<file path="config.mk">
export PLATFORM = sky130hd
export DESIGN_NAME = refcounted_entry_cache
export DESIGN_NICKNAME = d
export VERILOG_FILES = /design/src/sv/rcec_pkg.sv /design/src/sv/rcec_datapath.sv /design/src/sv/rcec_ctrl.sv /design/src/sv/refcounted_entry_cache.sv
export SDC_FILE = /design/constraint.sdc
export NUM_CORES = 2
export LEC_CHECK = 0
export BUFFER_PORTS_ARGS = -buffer_cell sky130_fd_sc_hd__buf_2
export CELL_PAD_IN_SITES_DETAIL_PLACEMENT = 0
export CELL_PAD_IN_SITES_GLOBAL_PLACEMENT = 2
export CORE_MARGIN = 4
export CORE_UTILIZATION = 45
export CTS_BUF_LIST = sky130_fd_sc_hd__clkbuf_16
export CTS_CLUSTER_SIZE = 40
export DETAILED_ROUTE_END_ITERATION = 8
export PLACE_DENSITY_LB_ADDON = 0.1
export SETUP_SLACK_MARGIN = 0.3
export SLEW_MARGIN = 5
export SYNTH_ARGS = -nofsm -noshare
export SYNTH_HDL_FRONTEND = slang
export SYNTH_SLANG_ARGS = --single-unit
export TNS_END_PERCENT = 20
</file>
<file path="constraint.sdc">
create_clock -name i_clk -period 6.83 [get_ports i_clk]
set_input_delay 0.683 -clock i_clk [delete_from_list [all_inputs] [get_ports i_clk]]
set_output_delay 0.683 -clock i_clk [all_outputs]
set_load 0.05 [all_outputs]
</file>
<file path="src/sv/rcec_pkg.sv">
package rcec_pkg;

    localparam int ENTRIES = 64;
    localparam int IDX_W   = $clog2(ENTRIES);

    localparam int MODE_W = 2;
    localparam int DEV_W  = 4;
    localparam int ITEM_W = 16;
    localparam int SLOT_W = 6;
    localparam int CNT_W  = 8;
    localparam int STAT_W = 2;

    localparam logic [MODE_W-1:0] MODE_GET = 2'd0;
    localparam logic [MODE_W-1:0] MODE_DUP = 2'd1;
    localparam logic [MODE_W-1:0] MODE_PUT = 2'd2;

    localparam logic [STAT_W-1:0] ST_OK    = 2'd0;
    localparam logic [STAT_W-1:0] ST_FULL  = 2'd1;
    localparam logic [STAT_W-1:0] ST_UNREF = 2'd2;
    localparam logic [STAT_W-1:0] ST_SAT   = 2'd3;

    localparam logic [CNT_W-1:0] REF_MAX = '1;

    typedef struct packed {
        logic capture;
        logic scan;
        logic pick;
        logic exec;
    } t_dp_cmd;

    typedef struct packed {
        logic out_free;
    } t_dp_status;

    function automatic logic [IDX_W-1:0] first_set(input logic [ENTRIES-1:0] vec);
        logic [IDX_W-1:0] idx;
        idx = '0;
        for (int i = ENTRIES - 1; i >= 0; i--) begin
            if (vec[i]) begin
                idx = IDX_W'(i);
            end
        end
        return idx;
    endfunction

endpackage

</file>
<file path="src/sv/rcec_datapath.sv">
module rcec_datapath
    import rcec_pkg::*;
(
    input  logic                i_clk,
    input  logic                i_rst_n,
    input  t_dp_cmd             i_cmd,
    output t_dp_status          o_dp_status,
    input  logic [MODE_W-1:0]   i_mode,
    input  logic [DEV_W-1:0]    i_device,
    input  logic [ITEM_W-1:0]   i_item_number,
    input  logic [SLOT_W-1:0]   i_slot,
    input  logic                i_stall,
    output logic                o_valid,
    output logic [SLOT_W-1:0]   o_result_slot,
    output logic                o_hit,
    output logic [CNT_W-1:0]    o_count_after,
    output logic [STAT_W-1:0]   o_status
);

    logic [MODE_W-1:0] r_mode;
    logic [DEV_W-1:0]  r_dev;
    logic [ITEM_W-1:0] r_item;
    logic [SLOT_W-1:0] r_slot;

    logic [DEV_W-1:0]  r_key_dev  [ENTRIES];
    logic [ITEM_W-1:0] r_key_item [ENTRIES];
    logic [ENTRIES-1:0] r_live;
    logic [CNT_W-1:0]  r_refs_mem [ENTRIES];

    logic [ENTRIES-1:0] match_vec;
    logic [ENTRIES-1:0] r_match;
    logic [ENTRIES-1:0] r_free;

    logic [IDX_W-1:0]  pick_idx;
    logic [IDX_W-1:0]  r_idx;
    logic              r_hit;
    logic              r_any_free;
    logic [CNT_W-1:0]  r_rd_data;

    logic              cur_live;
    logic [CNT_W-1:0]  cur_cnt;
    logic [CNT_W-1:0]  cnt_inc;
    logic [CNT_W-1:0]  cnt_dec;
    logic              slot_in_range;
    logic              mem_we;
    logic [CNT_W-1:0]  mem_wdata;
    logic              claim;
    logic              live_clr;
    logic [SLOT_W-1:0] n_out_slot;
    logic              n_out_hit;
    logic [CNT_W-1:0]  n_out_cnt;
    logic [STAT_W-1:0] n_out_status;

    logic              r_out_valid;
    logic [SLOT_W-1:0] r_out_slot;
    logic              r_out_hit;
    logic [CNT_W-1:0]  r_out_cnt;
    logic [STAT_W-1:0] r_out_status;

    always_ff @(posedge i_clk) begin
        if (i_cmd.capture) begin
            r_mode <= i_mode;
            r_dev  <= i_device;
            r_item <= i_item_number;
            r_slot <= i_slot;
        end
    end

    always_comb begin
        for (int i = 0; i < ENTRIES; i++) begin
            match_vec[i] = r_live[i] && (r_key_dev[i] == r_dev) && (r_key_item[i] == r_item);
        end
    end

    always_ff @(posedge i_clk) begin
        if (i_cmd.scan) begin
            r_match <= match_vec;
            r_free  <= ~r_live;
        end
    end

    always_comb begin
        if (r_mode == MODE_GET) begin
            pick_idx = (|r_match) ? first_set(r_match) : first_set(r_free);
        end else begin
            pick_idx = IDX_W'(r_slot);
        end
    end

    always_ff @(posedge i_clk) begin
        if (i_cmd.pick) begin
            r_idx      <= pick_idx;
            r_hit      <= |r_match;
            r_any_free <= |r_free;
            r_rd_data  <= r_refs_mem[pick_idx];
        end
        if (i_cmd.exec && mem_we) begin
            r_refs_mem[r_idx] <= mem_wdata;
        end
    end

    assign slot_in_range = 32'(r_slot) < ENTRIES;
    assign cur_live      = r_live[r_idx];
    assign cur_cnt       = cur_live ? r_rd_data : '0;
    assign cnt_inc       = cur_cnt + CNT_W'(1);
    assign cnt_dec       = cur_cnt - CNT_W'(1);

    always_comb begin
        n_out_slot   = SLOT_W'(r_idx);
        n_out_hit    = 1'b0;
        n_out_cnt    = '0;
        n_out_status = ST_OK;
        mem_we       = 1'b0;
        mem_wdata    = cnt_inc;
        claim        = 1'b0;
        live_clr     = 1'b0;
        unique case (r_mode) inside
            MODE_GET: begin
                if (r_hit) begin
                    n_out_hit = 1'b1;
                    if (cur_cnt == REF_MAX) begin
                        n_out_cnt    = REF_MAX;
                        n_out_status = ST_SAT;
                    end else begin
                        mem_we    = 1'b1;
                        n_out_cnt = cnt_inc;
                    end
                end else if (!r_any_free) begin
                    n_out_slot   = '0;
                    n_out_status = ST_FULL;
                end else begin
                    claim     = 1'b1;
                    mem_we    = 1'b1;
                    mem_wdata = CNT_W'(1);
                    n_out_cnt = CNT_W'(1);
                end
            end
            MODE_DUP, MODE_PUT: begin
                n_out_slot = r_slot;
                if (!slot_in_range || !cur_live) begin
                    n_out_status = ST_UNREF;
                end else if (r_mode == MODE_DUP) begin
                    if (cur_cnt == REF_MAX) begin
                        n_out_cnt    = REF_MAX;
                        n_out_status = ST_SAT;
                    end else begin
                        mem_we    = 1'b1;
                        n_out_cnt = cnt_inc;
                    end
                end else begin
                    mem_we    = 1'b1;
                    mem_wdata = cnt_dec;
                    n_out_cnt = cnt_dec;
                    live_clr  = (cnt_dec == '0);
                end
            end
            default: begin
                n_out_slot   = r_slot;
                n_out_status = ST_UNREF;
            end
        endcase
    end

    always_ff @(posedge i_clk) begin
        if (!i_rst_n) begin
            r_live <= '0;
        end else if (i_cmd.exec) begin
            if (claim) begin
                r_live[r_idx] <= 1'b1;
            end
            if (live_clr) begin
                r_live[r_idx] <= 1'b0;
            end
        end
    end

    always_ff @(posedge i_clk) begin
        if (i_cmd.exec && claim) begin
            r_key_dev[r_idx]  <= r_dev;
            r_key_item[r_idx] <= r_item;
        end
    end

    always_ff @(posedge i_clk) begin
        if (!i_rst_n) begin
            r_out_valid <= 1'b0;
        end else if (i_cmd.exec) begin
            r_out_valid <= 1'b1;
        end else if (!i_stall) begin
            r_out_valid <= 1'b0;
        end
    end

    always_ff @(posedge i_clk) begin
        if (i_cmd.exec) begin
            r_out_slot   <= n_out_slot;
            r_out_hit    <= n_out_hit;
            r_out_cnt    <= n_out_cnt;
            r_out_status <= n_out_status;
        end
    end

    assign o_dp_status.out_free = !r_out_valid || !i_stall;

    assign o_valid       = r_out_valid;
    assign o_result_slot = r_out_slot;
    assign o_hit         = r_out_hit;
    assign o_count_after = r_out_cnt;
    assign o_status      = r_out_status;

endmodule

</file>
<file path="src/sv/rcec_ctrl.sv">
module rcec_ctrl
    import rcec_pkg::*;
(
    input  logic       i_clk,
    input  logic       i_rst_n,
    input  logic       i_valid,
    output logic       o_stall,
    input  t_dp_status i_dp_status,
    output t_dp_cmd    o_cmd
);

    localparam logic [1:0] S_IDLE = 2'd0;
    localparam logic [1:0] S_SCAN = 2'd1;
    localparam logic [1:0] S_PICK = 2'd2;
    localparam logic [1:0] S_EXEC = 2'd3;

    logic [1:0] r_state;
    logic [1:0] n_state;

    always_comb begin
        n_state = r_state;
        o_cmd   = '0;
        unique case (r_state)
            S_IDLE: begin
                if (i_valid) begin
                    o_cmd.capture = 1'b1;
                    n_state       = S_SCAN;
                end
            end
            S_SCAN: begin
                o_cmd.scan = 1'b1;
                n_state    = S_PICK;
            end
            S_PICK: begin
                o_cmd.pick = 1'b1;
                n_state    = S_EXEC;
            end
            S_EXEC: begin
                if (i_dp_status.out_free) begin
                    o_cmd.exec = 1'b1;
                    n_state    = S_IDLE;
                end
            end
            default: begin
                n_state = S_IDLE;
            end
        endcase
    end

    always_ff @(posedge i_clk) begin
        if (!i_rst_n) begin
            r_state <= S_IDLE;
        end else begin
            r_state <= n_state;
        end
    end

    assign o_stall = (r_state != S_IDLE);

endmodule

</file>
<file path="src/sv/refcounted_entry_cache.sv">
// Channel   Direction  Handshake          Payload
// request   in         i_valid / o_stall  i_mode, i_device, i_item_number, i_slot
// response  out        o_valid / i_stall  o_result_slot, o_hit, o_count_after, o_status
//
// Each request steps through accept, parallel key compare, first-match or first-free
// pick (given slot for dup/put) with count memory read, then update and result load.
// The count memory has one port, so its read and write take separate cycles.
// A result still waiting at the output holds the update cycle, and the request
// input stays stalled until that result has been taken.
// Reset is synchronous and clears the live flags, the state and the output valid.
module refcounted_entry_cache
    import rcec_pkg::*;
(
    input  logic                i_clk,
    input  logic                i_rst_n,
    input  logic                i_valid,
    output logic                o_stall,
    input  logic [MODE_W-1:0]   i_mode,
    input  logic [DEV_W-1:0]    i_device,
    input  logic [ITEM_W-1:0]   i_item_number,
    input  logic [SLOT_W-1:0]   i_slot,
    output logic                o_valid,
    input  logic                i_stall,
    output logic [SLOT_W-1:0]   o_result_slot,
    output logic                o_hit,
    output logic [CNT_W-1:0]    o_count_after,
    output logic [STAT_W-1:0]   o_status
);

    t_dp_cmd    dp_cmd;
    t_dp_status dp_status;

    rcec_ctrl u_ctrl (
        .i_clk       (i_clk),
        .i_rst_n     (i_rst_n),
        .i_valid     (i_valid),
        .o_stall     (o_stall),
        .i_dp_status (dp_status),
        .o_cmd       (dp_cmd)
    );

    rcec_datapath u_datapath (
        .i_clk         (i_clk),
        .i_rst_n       (i_rst_n),
        .i_cmd         (dp_cmd),
        .o_dp_status   (dp_status),
        .i_mode        (i_mode),
        .i_device      (i_device),
        .i_item_number (i_item_number),
        .i_slot        (i_slot),
        .i_stall       (i_stall),
        .o_valid       (o_valid),
        .o_result_slot (o_result_slot),
        .o_hit         (o_hit),
        .o_count_after (o_count_after),
        .o_status      (o_status)
    );

endmodule

</file>
==> summary.txt <==
Timing
  • Slew @ Worst Pin: 1.35 ns
  • Setup violators final: 0
  • Worst Skew: 0.0331 ns
  • Final Critical Period: 5.99 ns
  • Tcrit/Tclk final: 87.7%
  • RSZ-0062 raised after global routing: false
  • Max Fclk: 0.167 GHz
  • Hold Violations, Final: 0
  • Final Max Tran Viols: 0
  • Final WS setup: 0.840 ns
  • Total negative slack: 0 ns
  • Slew Limit Headroom: 9.24%

CTS
  • Post-CTS setup buffer count: 0
  • H-tree levels: 4
  • Clk_lat worst skew: 0.86 ns
  • CTS Buf Count: 211
  • CTS tree: yes
  • CTS root buf: clkbuf_16
  • Hold_buf cts: 26
  • Clock-pin slew on the worst setup and hold paths: 0.06 ns
  • Post-CTS resize count: 0
  • Clock Tree Buf Depth: 3
  • Num Clock Sinks: 2048

Critical path
  • Critical Path Max Stage Delay: 0.98 ns
  • Cell Chain, Critical Path: nand3b_1, o22ai_1, a221o_1, o31ai_1, and4b_1, nand2_1, inv_1, nand2_1, inv_1, ha_1, nand3_1, nor2_1, nand3_1, nor2_1, a21oi_1, a21oi_1, or3b_2, buf_12, nor3_1
  • Setup CP Type: reg2reg
  • Setup crit end kind: register
  • Crit-path max FO: 64
  • CP Data Arrival Time: 6.44 ns
  • Setup crit start kind: register
  • Crit path buf inv count: 3
  • WP data required: 7.28 ns
  • Crit path max-delay family: simple AND/OR/NAND/NOR gates
  • Slowest CP cell: nor3_1

Route
  • Avg WL per Cell: 27.7 um
  • First-pass iteration count of the detailed router: 5
  • DR iter-0 viols: 4991
  • Drt via density: 5.62
  • Routed WL: 239000 um
  • DRC: 0
  • Via count: 48500
  • Post-route ant nets: 0

Logic synthesis
  • Asr flop ratio synth: 0%
  • Flops & latches, synth: 2048
  • Top cell type's share of synthesized area: 69.9%
  • Unique masters post-synth: 77
  • Most frequent cell after synthesis: edfxtp_1
  • Post-synth net total: 5821
  • Synth top area cells: edfxtp_1 (70%), xor2_1 (10%), xnor2_1 (2.8%)
  • Area leader, netlist: edfxtp_1
  • Syn Inst Count: 5778
  • Seq/Total Area, Yosys: 71.4%
  • YS warnings: 0
  • Post-synth top cells: edfxtp_1 (1981), xor2_1 (1018), nand2_1 (417), nor4_1 (295), xnor2_1 (269)
  • Post-Syn Area: 85200 sq um
  • Syn Area/Cell: 14.7 sq um
  • Post-synth EDFFs: 1981
  • Leading register cell type out of synthesis: edfxtp_1

Global routing
  • GR Util met2: 37.5%
  • First-pass GRT wire length: 343000 um
  • Total grt overflow: 0
  • Busiest grt layer: met2
  • Met1 Track Usage GR: 35.3%
  • Vias in the first global route: 46500
  • GRT met3 Usage: 3.54%
  • Total GRT Usage: 23.9%
  • Largest net degree at the start of global routing: 129
  • Initial antenna violation count: 6

Placed design
  • DPL Wire Length: 151000 um
  • Dpl cells: 8215
  • I/O Buffers: 50
  • Routability cong.: 0.898
  • Placed cell areas: 89500 sq um
  • Pre-CTS WS: 0.946 ns

Floorplanning
  • # IOs: 51
  • Die area: 196000 sq um
  • CORE AREA: 188000 sq um
  • # rows: 159
  • Die height: 443 um
  • Die width: 443 um
  • Initial Utilization: 45.3%

Run status
  • Status: finished clean

Cells and area
  • Area grow syn2layout: 13.3%
  • Layout cells sized above 1: 10.1%
  • Post-Layout Cell Count: 8627
  • Final #Nets: 6002
  • Finished Cell Area: 96500 sq um

Power
  • Leakage power: 0.0315 uW
  • Worst IR drop on VDD: 0.228 mV
  • PD cells: 347 nW/um^2

Run
  • Max-cap violations: 0

Min path
  • HP Class: in2reg
-- final timing paths --
path	startpoint	endpoint	slack, ns	depth (start not counted)
min reg2reg	u_datapath.r_live[19]	u_datapath.r_free[19]	0.54	1
max	u_datapath.r_idx[0]	u_datapath.r_refs_mem[62][6]	0.84	19
min	i_mode[0]	u_datapath.r_mode[0]	0.07	1
max reg2reg	u_datapath.r_idx[0]	u_datapath.r_refs_mem[62][6]	0.84	19
-- power by group --
| part | switching, uW | internal (uW) | total [uW] |
|---|---|---|---|
| registers | 281 | 15100 | 15400 |
| clock network | 4830 | 6290 | 11100 |
| logic | 5090 | 1800 | 6890 |
-- cell families after synthesis --
logic type,Yosys count,share of synthesized area [%]
AND/OR/NAND/NOR,1396,8.28
multiplexers,64,0.758
adder cells (fa/ha/maj),11,0.162
buffers and inverters,410,1.93
flip-flops,2048,71.4
XOR/XNOR,1287,13.2
AO/OA/AOI/OAI,562,4.20
-- metrics by stage --
step	power [uW]	hold slack (ns)	utilization [%]
final	33400	0.0711	51.3
after global routing	34800	0.0200	51.3
after CTS	33800	0.00282	51.3
after detailed placement	22600	0.533	47.6
after global placement	22600	0.537	47.6
after floorplan	19700	0.457	-
-- layout make-up --
cell class	count	area (sq um)
tap	2495	3120
antenna	1	2.50
inverter	121	459
clock buffer	213	5330
fill	15800	91500
multi-input combinational	3320	23100
sequential	2048	60800
clock inverter	172	1330
timing repair buffer	257	2310
-- state kept, by name, indices dropped and copies added, names as in the netlist, 2 cells and up --
name / cells
u_datapath.r_live: 64
u_datapath.r_idx: 6
u_datapath.r_match: 64
u_datapath.r_item: 16
u_datapath.r_rd_data: 8
u_datapath.r_key_item: 1024
u_datapath.r_free: 64
u_datapath.o_status: 2
u_datapath.r_refs_mem: 512
u_datapath.r_mode: 2
u_datapath.o_result_slot: 6
u_datapath.r_slot: 6
u_ctrl.r_state: 2
u_datapath.r_dev: 4
u_datapath.r_key_dev: 256
u_datapath.o_count_after: 8
-- cell usage in the layout, fill, tap and decap left out, types with 26 or more instances in the layout --
cell	netlist	routed
buf_12	0	35
a31oi_1	97	97
a221oi_1	50	50
nand2_1	417	417
nor4_1	295	294
nor2_1	187	140
nand3_1	103	102
a21oi_1	156	156
dfxtp_1	67	67
buf_4	11	146
clkbuf_16	0	213
xnor2_1	269	269
dlygate4sd3_1	0	26
buf_2	34	50
nor3_1	132	112
mux2i_1	60	60
xor2_1	1018	1018
nor2_2	0	46
inv_1	120	174
o21ai_0	105	102
nand4_1	157	157
edfxtp_1	1981	1981
clkinv_1	0	57
-- per-layer routing --
| metal | routed length, um | vias up |
|---|---|---|
| met3 | 13200 | 312 |
| li1 | - | 21800 |
| met1 | 110000 | 24900 |
| met5 | 0 | - |
| met4 | 5230 | 0 |
| met2 | 110000 | 1416 |
No activity file was read; power rests on OpenSTA's default activity.
